`config.mk`:
```
export PLATFORM = sky130hd
export DESIGN_NAME = multichannel_pattern_lock
export DESIGN_NICKNAME = d
export VERILOG_FILES = /design/src/rtl/mpl_pkg.sv /design/src/rtl/mpl_ram.sv /design/src/rtl/mpl_match.sv /design/src/rtl/multichannel_pattern_lock.sv
export VERILOG_INCLUDE_DIRS = /design/src /design/src/rtl
export SDC_FILE = /design/constraint.sdc
export NUM_CORES = 1
export LEC_CHECK = 0
export ABC_AREA = 1
export BUFFER_PORTS_ARGS = -buffer_cell sky130_fd_sc_hd__buf_2
export CAP_MARGIN = 25
export CORE_MARGIN = 2
export CORE_UTILIZATION = 55
export DETAILED_ROUTE_END_ITERATION = 16
export PLACE_DENSITY = 0.73
export SLEW_MARGIN = 20
export SYNTH_ARGS = -nofsm -noshare
export SYNTH_HDL_FRONTEND = slang
export SYNTH_SLANG_ARGS = --single-unit
```
`constraint.sdc`:
```
create_clock -name clk -period 19.1 [get_ports clk]
set_clock_uncertainty 0.15 [all_clocks]
set_input_delay 5.73 -clock clk [delete_from_list [all_inputs] [get_ports clk]]
set_output_delay 5.73 -clock clk [all_outputs]
set_load 0.03 [all_outputs]
```
`src/rtl/multichannel_pattern_lock_defines.svh`:
```
// ---------------------------------------------------------------------------
// multichannel_pattern_lock_defines
// assertion macros shared by the pattern lock design
// ---------------------------------------------------------------------------
`ifndef MULTICHANNEL_PATTERN_LOCK_DEFINES_SVH
`define MULTICHANNEL_PATTERN_LOCK_DEFINES_SVH

// same-cycle implication, sampled on clk, off during rst
`define MPL_ASSERT_IMP(label, ante, cons) \
  label: assert property (@(posedge clk) disable iff (rst) (ante) |-> (cons)) \
    else $error("pattern lock check failed");

// next-cycle implication, sampled on clk, off during rst
`define MPL_ASSERT_NEXT(label, ante, cons) \
  label: assert property (@(posedge clk) disable iff (rst) (ante) |=> (cons)) \
    else $error("pattern lock check failed");

`endif

```
`src/rtl/mpl_pkg.sv`:
```
// ---------------------------------------------------------------------------
// mpl_pkg
// shared constants and types of the multichannel pattern lock
// ---------------------------------------------------------------------------
package mpl_pkg;

  localparam int CHANNELS          = 4;
  localparam int MAX_PATTERN_BYTES = 8;
  localparam int CHAN_W            = 2;
  localparam int BYTE_W            = 8;
  localparam int WIN_W             = 64;
  localparam int LEN_W             = 4;
  localparam int CNT_W             = 3;
  localparam int CFG_DATA_W        = 64;
  localparam int CFG_IDX_W         = 2;

  typedef enum logic [CFG_IDX_W-1:0] {
    CFG_PATTERN = 2'd0,
    CFG_MASK    = 2'd1,
    CFG_LENGTH  = 2'd2,
    CFG_COUNT   = 2'd3
  } cfg_index_t;

  localparam logic KIND_FWD  = 1'b0;
  localparam logic KIND_LOCK = 1'b1;

  typedef logic [WIN_W-1:0] window_t;

  typedef struct packed {
    logic    hit;
    logic    write;
    window_t window;
  } match_t;

endpackage

```
`src/rtl/mpl_ram.sv`:
```
// ---------------------------------------------------------------------------
// mpl_ram
// generic single-write single-read ram with registered read data
// ---------------------------------------------------------------------------
module mpl_ram #(
  parameter int WIDTH = 64,
  parameter int DEPTH = 4
) (
  input  logic                     clk,
  input  logic                     we,
  input  logic [$clog2(DEPTH)-1:0] waddr,
  input  logic [WIDTH-1:0]         wdata,
  input  logic                     re,
  input  logic [$clog2(DEPTH)-1:0] raddr,
  output logic [WIDTH-1:0]         rdata
);

  logic [WIDTH-1:0] mem [DEPTH];

  always_ff @(posedge clk) begin
    if (we) begin
      mem[waddr] <= wdata;
    end
    if (re) begin
      rdata <= mem[raddr];
    end
  end

endmodule

```
`src/rtl/mpl_match.sv`:
```
// ---------------------------------------------------------------------------
// mpl_match
// window shift and masked pattern compare for one item
// ---------------------------------------------------------------------------
module mpl_match (
  input  mpl_pkg::window_t                win_old,
  input  logic [mpl_pkg::BYTE_W-1:0]      data,
  input  logic [mpl_pkg::WIN_W-1:0]       pattern,
  input  logic [mpl_pkg::MAX_PATTERN_BYTES-1:0] mask,
  input  logic [mpl_pkg::LEN_W-1:0]       length,
  output mpl_pkg::match_t                 res
);

  logic [mpl_pkg::LEN_W-1:0]             eff_len;
  mpl_pkg::window_t                      old_sh;
  mpl_pkg::window_t                      win_new;
  logic [mpl_pkg::MAX_PATTERN_BYTES-1:0] ok;

  assign eff_len = (length > mpl_pkg::LEN_W'(mpl_pkg::MAX_PATTERN_BYTES)) ?
                   mpl_pkg::LEN_W'(mpl_pkg::MAX_PATTERN_BYTES) : length;
  assign old_sh  = win_old >> mpl_pkg::BYTE_W;

  always_comb begin
    win_new = '0;
    ok      = '1;
    for (int l = 0; l < mpl_pkg::MAX_PATTERN_BYTES; l++) begin
      if (mpl_pkg::LEN_W'(l + 1) < eff_len) begin
        win_new[l*mpl_pkg::BYTE_W +: mpl_pkg::BYTE_W] =
          old_sh[l*mpl_pkg::BYTE_W +: mpl_pkg::BYTE_W];
      end else if (mpl_pkg::LEN_W'(l + 1) == eff_len) begin
        win_new[l*mpl_pkg::BYTE_W +: mpl_pkg::BYTE_W] = data;
      end
      if (mask[l] && (mpl_pkg::LEN_W'(l) < eff_len)) begin
        ok[l] = (win_new[l*mpl_pkg::BYTE_W +: mpl_pkg::BYTE_W] ==
                 pattern[l*mpl_pkg::BYTE_W +: mpl_pkg::BYTE_W]);
      end
    end
  end

  assign res.hit    = (eff_len == '0) || (&ok);
  assign res.write  = (eff_len != '0);
  assign res.window = win_new;

endmodule

```
`src/rtl/multichannel_pattern_lock.sv`:
```
// ---------------------------------------------------------------------------
// multichannel_pattern_lock
// locks to the first channel whose byte window matches a masked pattern
// ---------------------------------------------------------------------------
// Takes one item per clock cycle sustained while the output is not held. Each
// item passes through the item stage register into the output register; a
// held output stalls the item stage and the input. Each channel's window sits
// in a small synchronous ram: the channel is read when the item is taken, and
// the item stage shifts in the byte, runs the masked compare and writes the
// window back as it advances. When two items of one channel follow each other,
// the written window is forwarded to the second. Per-entry valid bits make
// unwritten windows read as zero after reset, so no clearing pass is needed.
// Once locked, only reset unlocks; configuration is to be written by the user
// only while the block is idle, and the block itself does not enforce this.
`include "multichannel_pattern_lock_defines.svh"

module multichannel_pattern_lock (
  input  logic                              clk,
  input  logic                              rst,
  // configuration
  input  logic                              cfg_we,
  input  logic [mpl_pkg::CFG_IDX_W-1:0]     cfg_index,
  input  logic [mpl_pkg::CFG_DATA_W-1:0]    cfg_data,
  // input stream
  input  logic                              s_tvalid,
  output logic                              s_tready,
  input  logic [7:0]                        s_tdata,  // data
  input  logic [1:0]                        s_tuser,  // channel
  input  logic                              s_tlast,  // buffer_end
  // output stream
  output logic                              m_tvalid,
  input  logic                              m_tready,
  output logic [7:0]                        m_tdata,  // out_byte
  output logic [2:0]                        m_tuser,  // kind, lock_channel
  output logic                              m_tlast   // out_end
);

  logic [mpl_pkg::WIN_W-1:0]             pattern_bytes;
  logic [mpl_pkg::MAX_PATTERN_BYTES-1:0] mask_bits;
  logic [mpl_pkg::LEN_W-1:0]             pattern_length;
  logic [mpl_pkg::CNT_W-1:0]             channel_count;

  logic                                  locked;
  logic [mpl_pkg::CHAN_W-1:0]            locked_chan;
  logic                                  drop_rest;
  logic [mpl_pkg::CHANNELS-1:0]          win_valid;

  logic                                  s1_valid;
  logic [mpl_pkg::CHAN_W-1:0]            s1_chan;
  logic [mpl_pkg::BYTE_W-1:0]            s1_data;
  logic                                  s1_end;
  logic                                  s1_fwd;
  mpl_pkg::window_t                      s1_fwd_win;

  logic                                  accept;
  logic                                  advance;
  logic                                  watched;
  logic                                  win_we;
  logic                                  emit;
  logic                                  emit_kind;
  logic [mpl_pkg::CNT_W-1:0]             eff_ch;
  mpl_pkg::window_t                      ram_rdata;
  mpl_pkg::window_t                      win_old;
  mpl_pkg::match_t                       mres;

  assign advance  = !m_tvalid || m_tready;
  assign s_tready = !s1_valid || advance;
  assign accept   = s_tvalid && s_tready;

  // configuration registers
  always_ff @(posedge clk) begin
    if (rst) begin
      pattern_bytes  <= '0;
      mask_bits      <= '0;
      pattern_length <= '0;
      channel_count  <= '0;
    end else if (cfg_we) begin
      unique case (mpl_pkg::cfg_index_t'(cfg_index))
        mpl_pkg::CFG_PATTERN: pattern_bytes  <= cfg_data;
        mpl_pkg::CFG_MASK:    mask_bits      <= cfg_data[mpl_pkg::MAX_PATTERN_BYTES-1:0];
        mpl_pkg::CFG_LENGTH:  pattern_length <= cfg_data[mpl_pkg::LEN_W-1:0];
        mpl_pkg::CFG_COUNT:   channel_count  <= cfg_data[mpl_pkg::CNT_W-1:0];
        default: ;
      endcase
    end
  end

  mpl_ram #(
    .WIDTH (mpl_pkg::WIN_W),
    .DEPTH (mpl_pkg::CHANNELS)
  ) u_win_ram (
    .clk   (clk),
    .we    (win_we),
    .waddr (s1_chan),
    .wdata (mres.window),
    .re    (accept),
    .raddr (s_tuser),
    .rdata (ram_rdata)
  );

  assign win_old = s1_fwd ? s1_fwd_win :
                   (win_valid[s1_chan] ? ram_rdata : '0);

  mpl_match u_match (
    .win_old (win_old),
    .data    (s1_data),
    .pattern (pattern_bytes),
    .mask    (mask_bits),
    .length  (pattern_length),
    .res     (mres)
  );

  assign eff_ch  = (channel_count > mpl_pkg::CNT_W'(mpl_pkg::CHANNELS)) ?
                   mpl_pkg::CNT_W'(mpl_pkg::CHANNELS) : channel_count;
  assign watched = !locked && ({1'b0, s1_chan} < eff_ch);
  assign win_we  = s1_valid && advance && watched && mres.write;

  always_comb begin
    emit      = 1'b0;
    emit_kind = mpl_pkg::KIND_FWD;
    if (locked) begin
      emit = (s1_chan == locked_chan) && !drop_rest;
    end else if (watched && mres.hit) begin
      emit      = 1'b1;
      emit_kind = mpl_pkg::KIND_LOCK;
    end
  end

  // item stage, lock state and output register
  always_ff @(posedge clk) begin
    if (rst) begin
      s1_valid    <= 1'b0;
      s1_fwd      <= 1'b0;
      locked      <= 1'b0;
      locked_chan <= '0;
      drop_rest   <= 1'b0;
      win_valid   <= '0;
      m_tvalid    <= 1'b0;
    end else begin
      if (accept) begin
        s1_valid   <= 1'b1;
        s1_chan    <= s_tuser;
        s1_data    <= s_tdata;
        s1_end     <= s_tlast;
        s1_fwd     <= win_we && (s1_chan == s_tuser);
        s1_fwd_win <= mres.window;
      end else if (advance) begin
        s1_valid <= 1'b0;
      end
      if (advance) begin
        m_tvalid <= s1_valid && emit;
      end
      if (s1_valid && advance) begin
        if (win_we) begin
          win_valid[s1_chan] <= 1'b1;
        end
        if (locked) begin
          if ((s1_chan == locked_chan) && drop_rest && s1_end) begin
            drop_rest <= 1'b0;
          end
        end else if (watched && mres.hit) begin
          locked      <= 1'b1;
          locked_chan <= s1_chan;
          drop_rest   <= !s1_end;
        end
        if (emit) begin
          m_tdata    <= s1_data;
          m_tuser    <= {(locked ? locked_chan : s1_chan), emit_kind};
          m_tlast    <= (emit_kind == mpl_pkg::KIND_FWD) ? s1_end : 1'b0;
        end
      end
    end
  end

  `MPL_ASSERT_NEXT(a_lock_sticks, locked, locked)
  `MPL_ASSERT_IMP(a_drop_needs_lock, drop_rest, locked)
  `MPL_ASSERT_IMP(a_fwd_only_locked, m_tvalid && (m_tuser[0] == mpl_pkg::KIND_FWD),
    locked && (m_tuser[2:1] == locked_chan))
  `MPL_ASSERT_IMP(a_lock_no_end, m_tvalid && (m_tuser[0] == mpl_pkg::KIND_LOCK), !m_tlast)

endmodule

```
==> impl_results.md, run 1 <==
* Status: completed
* Post-Syn Instances at 1865
* Rows at 67
* Vias in the first global route at 13161
* Synth Net Count at 1948
* # Post-CTS Setup Buffers at 0
* P&R area growth vs syn at 12.9%
* # port buffers at 95
* Register area share after synthesis at 67.0%
* Initial antenna violation count at 1
* Skew-Pair Late Insertion Delay at 0.56 ns
* Synth warn at 0
* Core Box Area at 33600 um^2
* Die area at 35700 um^2
* Crit. End Element: primary output
* CTS Hold Bufs at 0
* Largest family of logic cells by synthesized area: simple AND/OR/NAND/NOR gates
* Drt pass-1 iters at 5
* Avg Cell Area, Syn at 10.1 um^2
* Crit-path slowest cell: buf_2
* CP Launch Type: input port
* DRC errors left at 0
* Congestion Overflow GR at 0
* Final Wtd Congestion at 0.805
* Worst slew pin tran at 1.07 ns
* Clk sinks at 449
* Max-slew headroom at 28.6%
* Final hold vios at 0
* Worst Hold Slack at 0.310 ns
* Layout cells sized above 1 at 10.4%
* Top delay family on crit path: buffers and inverters
* Minimum clock period at 12.11 ns
* Max H-tree Level at 2
* Detailed router's first-iteration violation count at 1548
* Simple-gate portion of the synthesized area at 15.0%
* Synth Area in Adders at 0.0666%
* Setup violations, final at 0
* Vias at 13796
* Half-perimeter wire length after placement at 26.8 mm
* Commonest non-fill, non-tap cell in the layout: edfxtp_1
* CP max stage delay at 0.18 ns
* Critical Path AT at 6.23 ns
* Routed wire per std cell at 19.8 um
* Setup CP Type: in -> out
* Placed instance area at 19600 um^2
* Flops & latches, synth at 449
* Die X at 189 um
* Hold/Removal Path Class: reg -> reg
* Pwr dens at 104 nW/um^2
* WP buf/inv at 2
* Post-route ant nets at 0
* Die H at 189 um
* Final Cycle Share at 63.4%
* Clk root buf: clkbuf_16
* Via density at 5.70
* Starting Density at 55.9%
* Post-route cell area at 21200 um^2
* Max IR drop VDD at 93.2 uV
* First-pass GRT wire length at 72.6 mm
* Post_cts resized at 0
* Clock-pin slew on the worst setup and hold paths at 0.06 ns
* Count of cell types in the netlist at 33
* Req. time, crit path at 13.22 ns
* Fill cells at 2616
* Mux contribution to synthesized area at 0%
* Layout net count at 2017
* Commonest non-fill, non-tap cells in the layout: edfxtp_1 (359), nand2_1 (354), nor2_1 (236)
* Cell repeated most along the worst path: buf_2
* Setup TNS at 0 ns
* RSZ-0062 raised after global routing: false
* CP Max Fanout at 3
* Final slew viol count at 0
* CTS Buf Count at 45
* Largest net degree at the start of global routing at 87
* Max Freq at 82.6 MHz
* CP cell instances: buf_2 -> nor2_1 -> nand2_1 -> buf_2
* LEAKAGE at 0.00840 uW
* Post-synthesis compound-gate area fraction at 11.7%
* Total track usage at 26.7%
* Drt total wl at 48.0 mm
* Max Root-Sink Buffers at 3
* Mapped cell area at 18800 um^2
* Num ports at 96
* Synth Area in XOR/XNOR at 0.373%
* TritonCTS clock tree: yes
* Max_cap viols at 0
cells by family (layout without fill, tap and decap cells):
group           count (synthesis)  count (layout)
simple gates                  703             703
flops                         449             449
compound gates                419             419
buf+inv                       285             391
xor+xnor                        8               8
fa+ha+maj                       1               1
other cells                     0               1
synth_stat cells (all sizes together):
| library cell | n | area, um^2 |
|---|---|---|
| edfxtp | 359 | 10800 |
| nand3 | 88 | 445 |
| dfxtp | 90 | 1800 |
| nand3b | 9 | 67.6 |
| o21ai | 254 | 1270 |
| clkinv | 2 | 7.51 |
| inv | 191 | 717 |
| nand2 | 357 | 1350 |
| or2 | 1 | 6.26 |
| xnor2 | 2 | 17.5 |
| xor2 | 6 | 52.6 |
| a21oi | 99 | 495 |
| a22oi | 5 | 37.5 |
| o311ai | 1 | 8.76 |
| nor3 | 6 | 35.0 |
| buf | 22 | 116 |
| clkbuf | 70 | 263 |
| ha | 1 | 12.5 |
| o22ai | 57 | 357 |
| o211ai | 2 | 15.0 |
| nor2 | 241 | 917 |
| or4 | 1 | 7.51 |
| a31oi | 1 | 12.5 |
worst reg2reg max path, cell delays in order (launching register included):
cell	delay (ns)
dfxtp_2	0.50
clkinv_1	0.65
buf_4	0.51
nor2_1	0.14
nor2_1	0.04
nand2_1	0.11
nand2_1	0.15
nand2_1	0.09
nand3_1	0.08
nor2_1	0.11
nand2_1	0.11
nand2_1	0.08
nand2_1	0.06
nor2_1	0.15
nand3_2	0.15
nand2_1	0.13
nand2_1	0.09
nor2_2	0.54
worst paths after layout:
check,slack (ns),start,cells after the start,endpoint
worst min-delay path,0.31,channel_count[1]$_SDFFE_PP0P_,2,channel_count[1]$_SDFFE_PP0P_
worst max register to register,14.89,s1_fwd$_SDFFE_PP0P_,17,m_tuser[0]$_DFFE_PP_
worst min register to register,0.31,channel_count[1]$_SDFFE_PP0P_,2,channel_count[1]$_SDFFE_PP0P_
worst max-delay path,6.99,m_tready,4,s_tready
layout make-up:
| cell class | count | area [um^2] | area share, % |
|---|---|---|---|
| inverters | 193 | 724 | 3.42 |
| clock inverters | 28 | 310 | 1.46 |
| flip-flops and latches | 449 | 12600 | 59.3 |
| repair buffers | 114 | 644 | 3.04 |
| well taps | 448 | 561 | 2.64 |
| clock buffers | 56 | 1230 | 5.80 |
| multi-input cells | 1131 | 5150 | 24.3 |
| diodes | 1 | 2.50 | 0.0118 |
per-stage QoR:
stage,utilization (%),worst slack (ns),cells,total power (uW)
after floorplan,-,7.16,1865,1240
after global placement,58.4,6.97,2333,1290
after detailed placement,58.4,6.99,2334,1290
after CTS,63.0,6.99,2418,2200
after global routing,63.1,6.93,2420,2260
final,63.1,6.99,2420,2200
registers in the layout, summed over array words and instances, names as in the netlist, 2 cells and up:
register         flops
locked_chan          2
u_win_ram.mem      224
win_valid            4
u_win_ram.rdata     56
pattern_length       4
m_tdata              8
s1_fwd_win          56
m_tuser              3
s1_data              8
channel_count        3
s1_chan              2
pattern_bytes       64
mask_bits            8
report_power, final:
part           leakage [uW]  internal, uW  switching (uW)
clock network      0.000752           551             367
logic               0.00356          49.0             125
registers           0.00409          1090            13.1
total               0.00840          1690             505
per-layer routing:
layer  global-route usage (%)  part of all wire, %
met1                     35.5                   40
met2                     44.9                   49
met3                     3.78                  8.6
met4                     9.65                  3.0
met5                        0                    0
(Power assumes the default switching activity.)
==> run 2: changes to the inputs <==
--- a/config.mk
+++ b/config.mk
@@ -6,7 +6,7 @@
 export SDC_FILE = /design/constraint.sdc
 export NUM_CORES = 1
 export LEC_CHECK = 0
-export ABC_AREA = 1
+export ABC_AREA = 0
 export BUFFER_PORTS_ARGS = -buffer_cell sky130_fd_sc_hd__buf_2
 export CAP_MARGIN = 25
 export CORE_MARGIN = 2
==> constraint.sdc (replaced) <==
create_clock -name clk -period 12.45 [get_ports clk]
set_clock_uncertainty 0.15 [all_clocks]
set_input_delay 3.735 -clock clk [delete_from_list [all_inputs] [get_ports clk]]
set_output_delay 3.735 -clock clk [all_outputs]
set_load 0.03 [all_outputs]
==> run 2 against run 1 <==
Net effect:
- sequential share of layout area down 1.4 points
- via count down 4.8%
- clock power increased by 58%
- wire length up 3.4%
- setup slack got worse by 2.7 ns
- count of clock-buffer cells in the layout rose by 11
- total power up 51%
- first-iteration DRC count decreased by 10%
- final cell count down 17%
- synthesized area is 2.1% higher
- critical path depth did not move
- design area up 2.4%
- highest routed layer unchanged
==> impl_results.md, run 2 <==
* Post-synth ARST share at 0%
* Final slew viol count at 0
* CP max stage delay at 0.20 ns
* Routed wire per std cell at 24.6 um
* Reg2Reg Setup Slack at 6.70 ns
* Share of the synthesized area in the top cell type at 56.2%
* Final Wtd Congestion at 0.911
* Worst slew pin tran at 1.07 ns
* Final hold vios at 0
* Flops & latches, synth at 449
* Worst R2R End: m_tuser[1]$_DFFE_PP_
* CP Launch Type: input port
* Dominant synthesized flop cell: edfxtp_1
* CTS Buf Count at 46
* Max-slew headroom at 28.5%
* Drt total wl at 49.7 mm
* Worst R2R Start: pattern_length[3]$_SDFFE_PP0P_
* Skew-Pair Late Insertion Delay at 0.56 ns
* Minimum clock period at 8.20 ns
* Total track usage at 27.6%
* Max Freq at 122 MHz
* Cell repeated most along the worst path: buf_2
* Max FFs per register at 224
* Detailed router's first-iteration violation count at 1388
* # Post-CTS Setup Buffers at 0
* CP cell instances: buf_2 -> nor2b_1 -> nand2_1 -> buf_2
* CTS Hold Bufs at 0
* Pwr dens at 153 nW/um^2
* Layout cells sized above 1 at 17.7%
* EDFF count, synth at 359
* Post-Place Cells at 1929
* Congestion Overflow GR at 0
* Hold path depth at 2
* Rows at 68
* Post-route ant nets at 0
* Most frequent cell after synthesis: edfxtp_1
* Reg2reg path depth at 11
* Post_cts resized at 0
* Worst Hold Slack at 0.319 ns
* Status: completed
* Synth Net Count at 1529
* Req. time, crit path at 8.56 ns
* Die area at 36400 um^2
* Die H at 191 um
* Layout net count at 1606
* TritonCTS clock tree: yes
* Top reg by flops: u_win_ram.mem
* Avg Cell Area, Syn at 13.3 um^2
* Die X at 191 um
* Area leader, netlist: edfxtp_1
* Finished Core Util at 63.0%
* Max_cap viols at 0
* Clk root buf: clkbuf_16
* Via density at 6.51
* Top cells by area, synth: edfxtp_1 (56%), dfxtp_1 (9.4%), mux4_2 (6.6%)
* First-pass GRT wire length at 75.5 mm
* DRC errors left at 0
* Top delay family on crit path: simple AND/OR/NAND/NOR gates
* # port buffers at 95
* Antenna fix cells at 0
* Hold Path End: pattern_bytes[22]$_SDFFE_PP0P_
* Core Box Area at 34500 um^2
* LEAKAGE at 0.00702 uW
* Hold/Removal Path Class: reg -> reg
* Clk sinks at 449
* Max Root-Sink Buffers at 3
* Post-Syn Instances at 1446
* Count of cell types in the netlist at 85
* Drt pass-1 iters at 6
* Half-perimeter wire length after placement at 30.1 mm
* Setup crit start: m_tready
* Setup violations, final at 0
* Initial antenna violation count at 0
* Largest net degree at the start of global routing at 95
* Num ports at 96
* Setup CP Type: in -> out
* RSZ-0062 raised after global routing: false
* Vias in the first global route at 12859
* Commonest non-fill, non-tap cells in the layout: edfxtp_1 (359), nand2_1 (188), a21oi_1 (129)
* Critical Path AT at 4.31 ns
* Max IR drop VDD at 110 uV
* Vias at 13128
* Commonest non-fill, non-tap cell in the layout: edfxtp_1
* Largest regs: u_win_ram.mem: 224 flops, pattern_bytes: 64 flops
* P&R area growth vs syn at 13.2%
* Starting Density at 55.6%
* HP Start: pattern_bytes[22]$_SDFFE_PP0P_
* Clock-pin slew on the worst setup and hold paths at 0.06 ns
* Crit-path slowest cell: nor2b_1
* Synth top cells by count: edfxtp_1 (359), nand2_1 (188), a21oi_1 (129), dfxtp_1 (90), nor2_1 (79)
* Setup TNS at 0 ns
* Final Non-Filler Cells at 2016
* WP buf/inv at 2
* Final Cycle Share at 65.9%
* Mapped cell area at 19200 um^2
* CP Max Fanout at 3
* Max H-tree Level at 2
* Synth warn at 0
* Crit. End Element: primary output
* Register area share after synthesis at 65.6%
run 2: cell types whose count changed in the layout (fill, tap and decap cells not counted), sizes merged, moves of 30 or more:
cell    change
o21ai     -214
nand2     -168
nor2      -162
inv       -151
nand3      -71
mux4       +56
o22ai      -42
a221oi     +31
a21oi      +30
run 2: layer usage:
metal	vias up	part of all wire, %	GRT usage (%)
li1	5760	-	-
met1	6527	41	39.1
met2	732	46	44.0
met3	109	9.6	4.40
met4	0	2.9	9.06
met5	-	0	0
run 2: per-stage QoR:
step	power, uW	area, um^2	worst slack [ns]
floorplan	1820	19200	3.40
global placement	1880	20000	4.29
detailed placement	1890	20000	4.26
CTS	3320	21700	4.25
global route	3410	21700	4.18
finish	3310	21700	4.25
run 2: kinds of logic after synthesis:
logic type | Yosys count | share of synthesized area, %
AND/OR/NAND/NOR | 392 | 9.60
flip-flops | 449 | 65.6
buffers and inverters | 135 | 2.91
adder cells (fa/ha/maj) | 1 | 0.0652
multiplexers | 80 | 7.83
XOR/XNOR | 15 | 0.685
AO/OA/AOI/OAI | 374 | 13.3
run 2: where the power goes:
group / leakage (uW) / switching (uW) / internal, uW
clock: 0.000787 / 560 / 891
sequential: 0.00375 / 29.7 / 1650
combinational: 0.00249 / 115 / 66.3
total: 0.00702 / 705 / 2610
run 2: tightest hold or removal path: stages (launching register included):
cell and delay [ns]:
dfxtp_1 0.31, nand2_1 0.06, a21oi_1 0.06
run 2: worst max path at each step:
stage                                          end  slack [ns]  cells past startpoint
floorplan           u_win_ram.mem[1][10]$_DFFE_PP_        3.40                      5
global placement                          s_tready        4.29                      4
detailed placement                        s_tready        4.26                      4
CTS                                       s_tready        4.25                      4
global route                              s_tready        4.18                      4
finish                                    s_tready        4.25                      4
run 2: cell type report:
type	instances	area (um^2)
tap	455	569
multi-input combinational	862	6080
inverter	45	170
timing repair buffer	119	678
fill	2558	12800
clock buffer	67	1370
sequential	449	12600
clock inverter	19	255
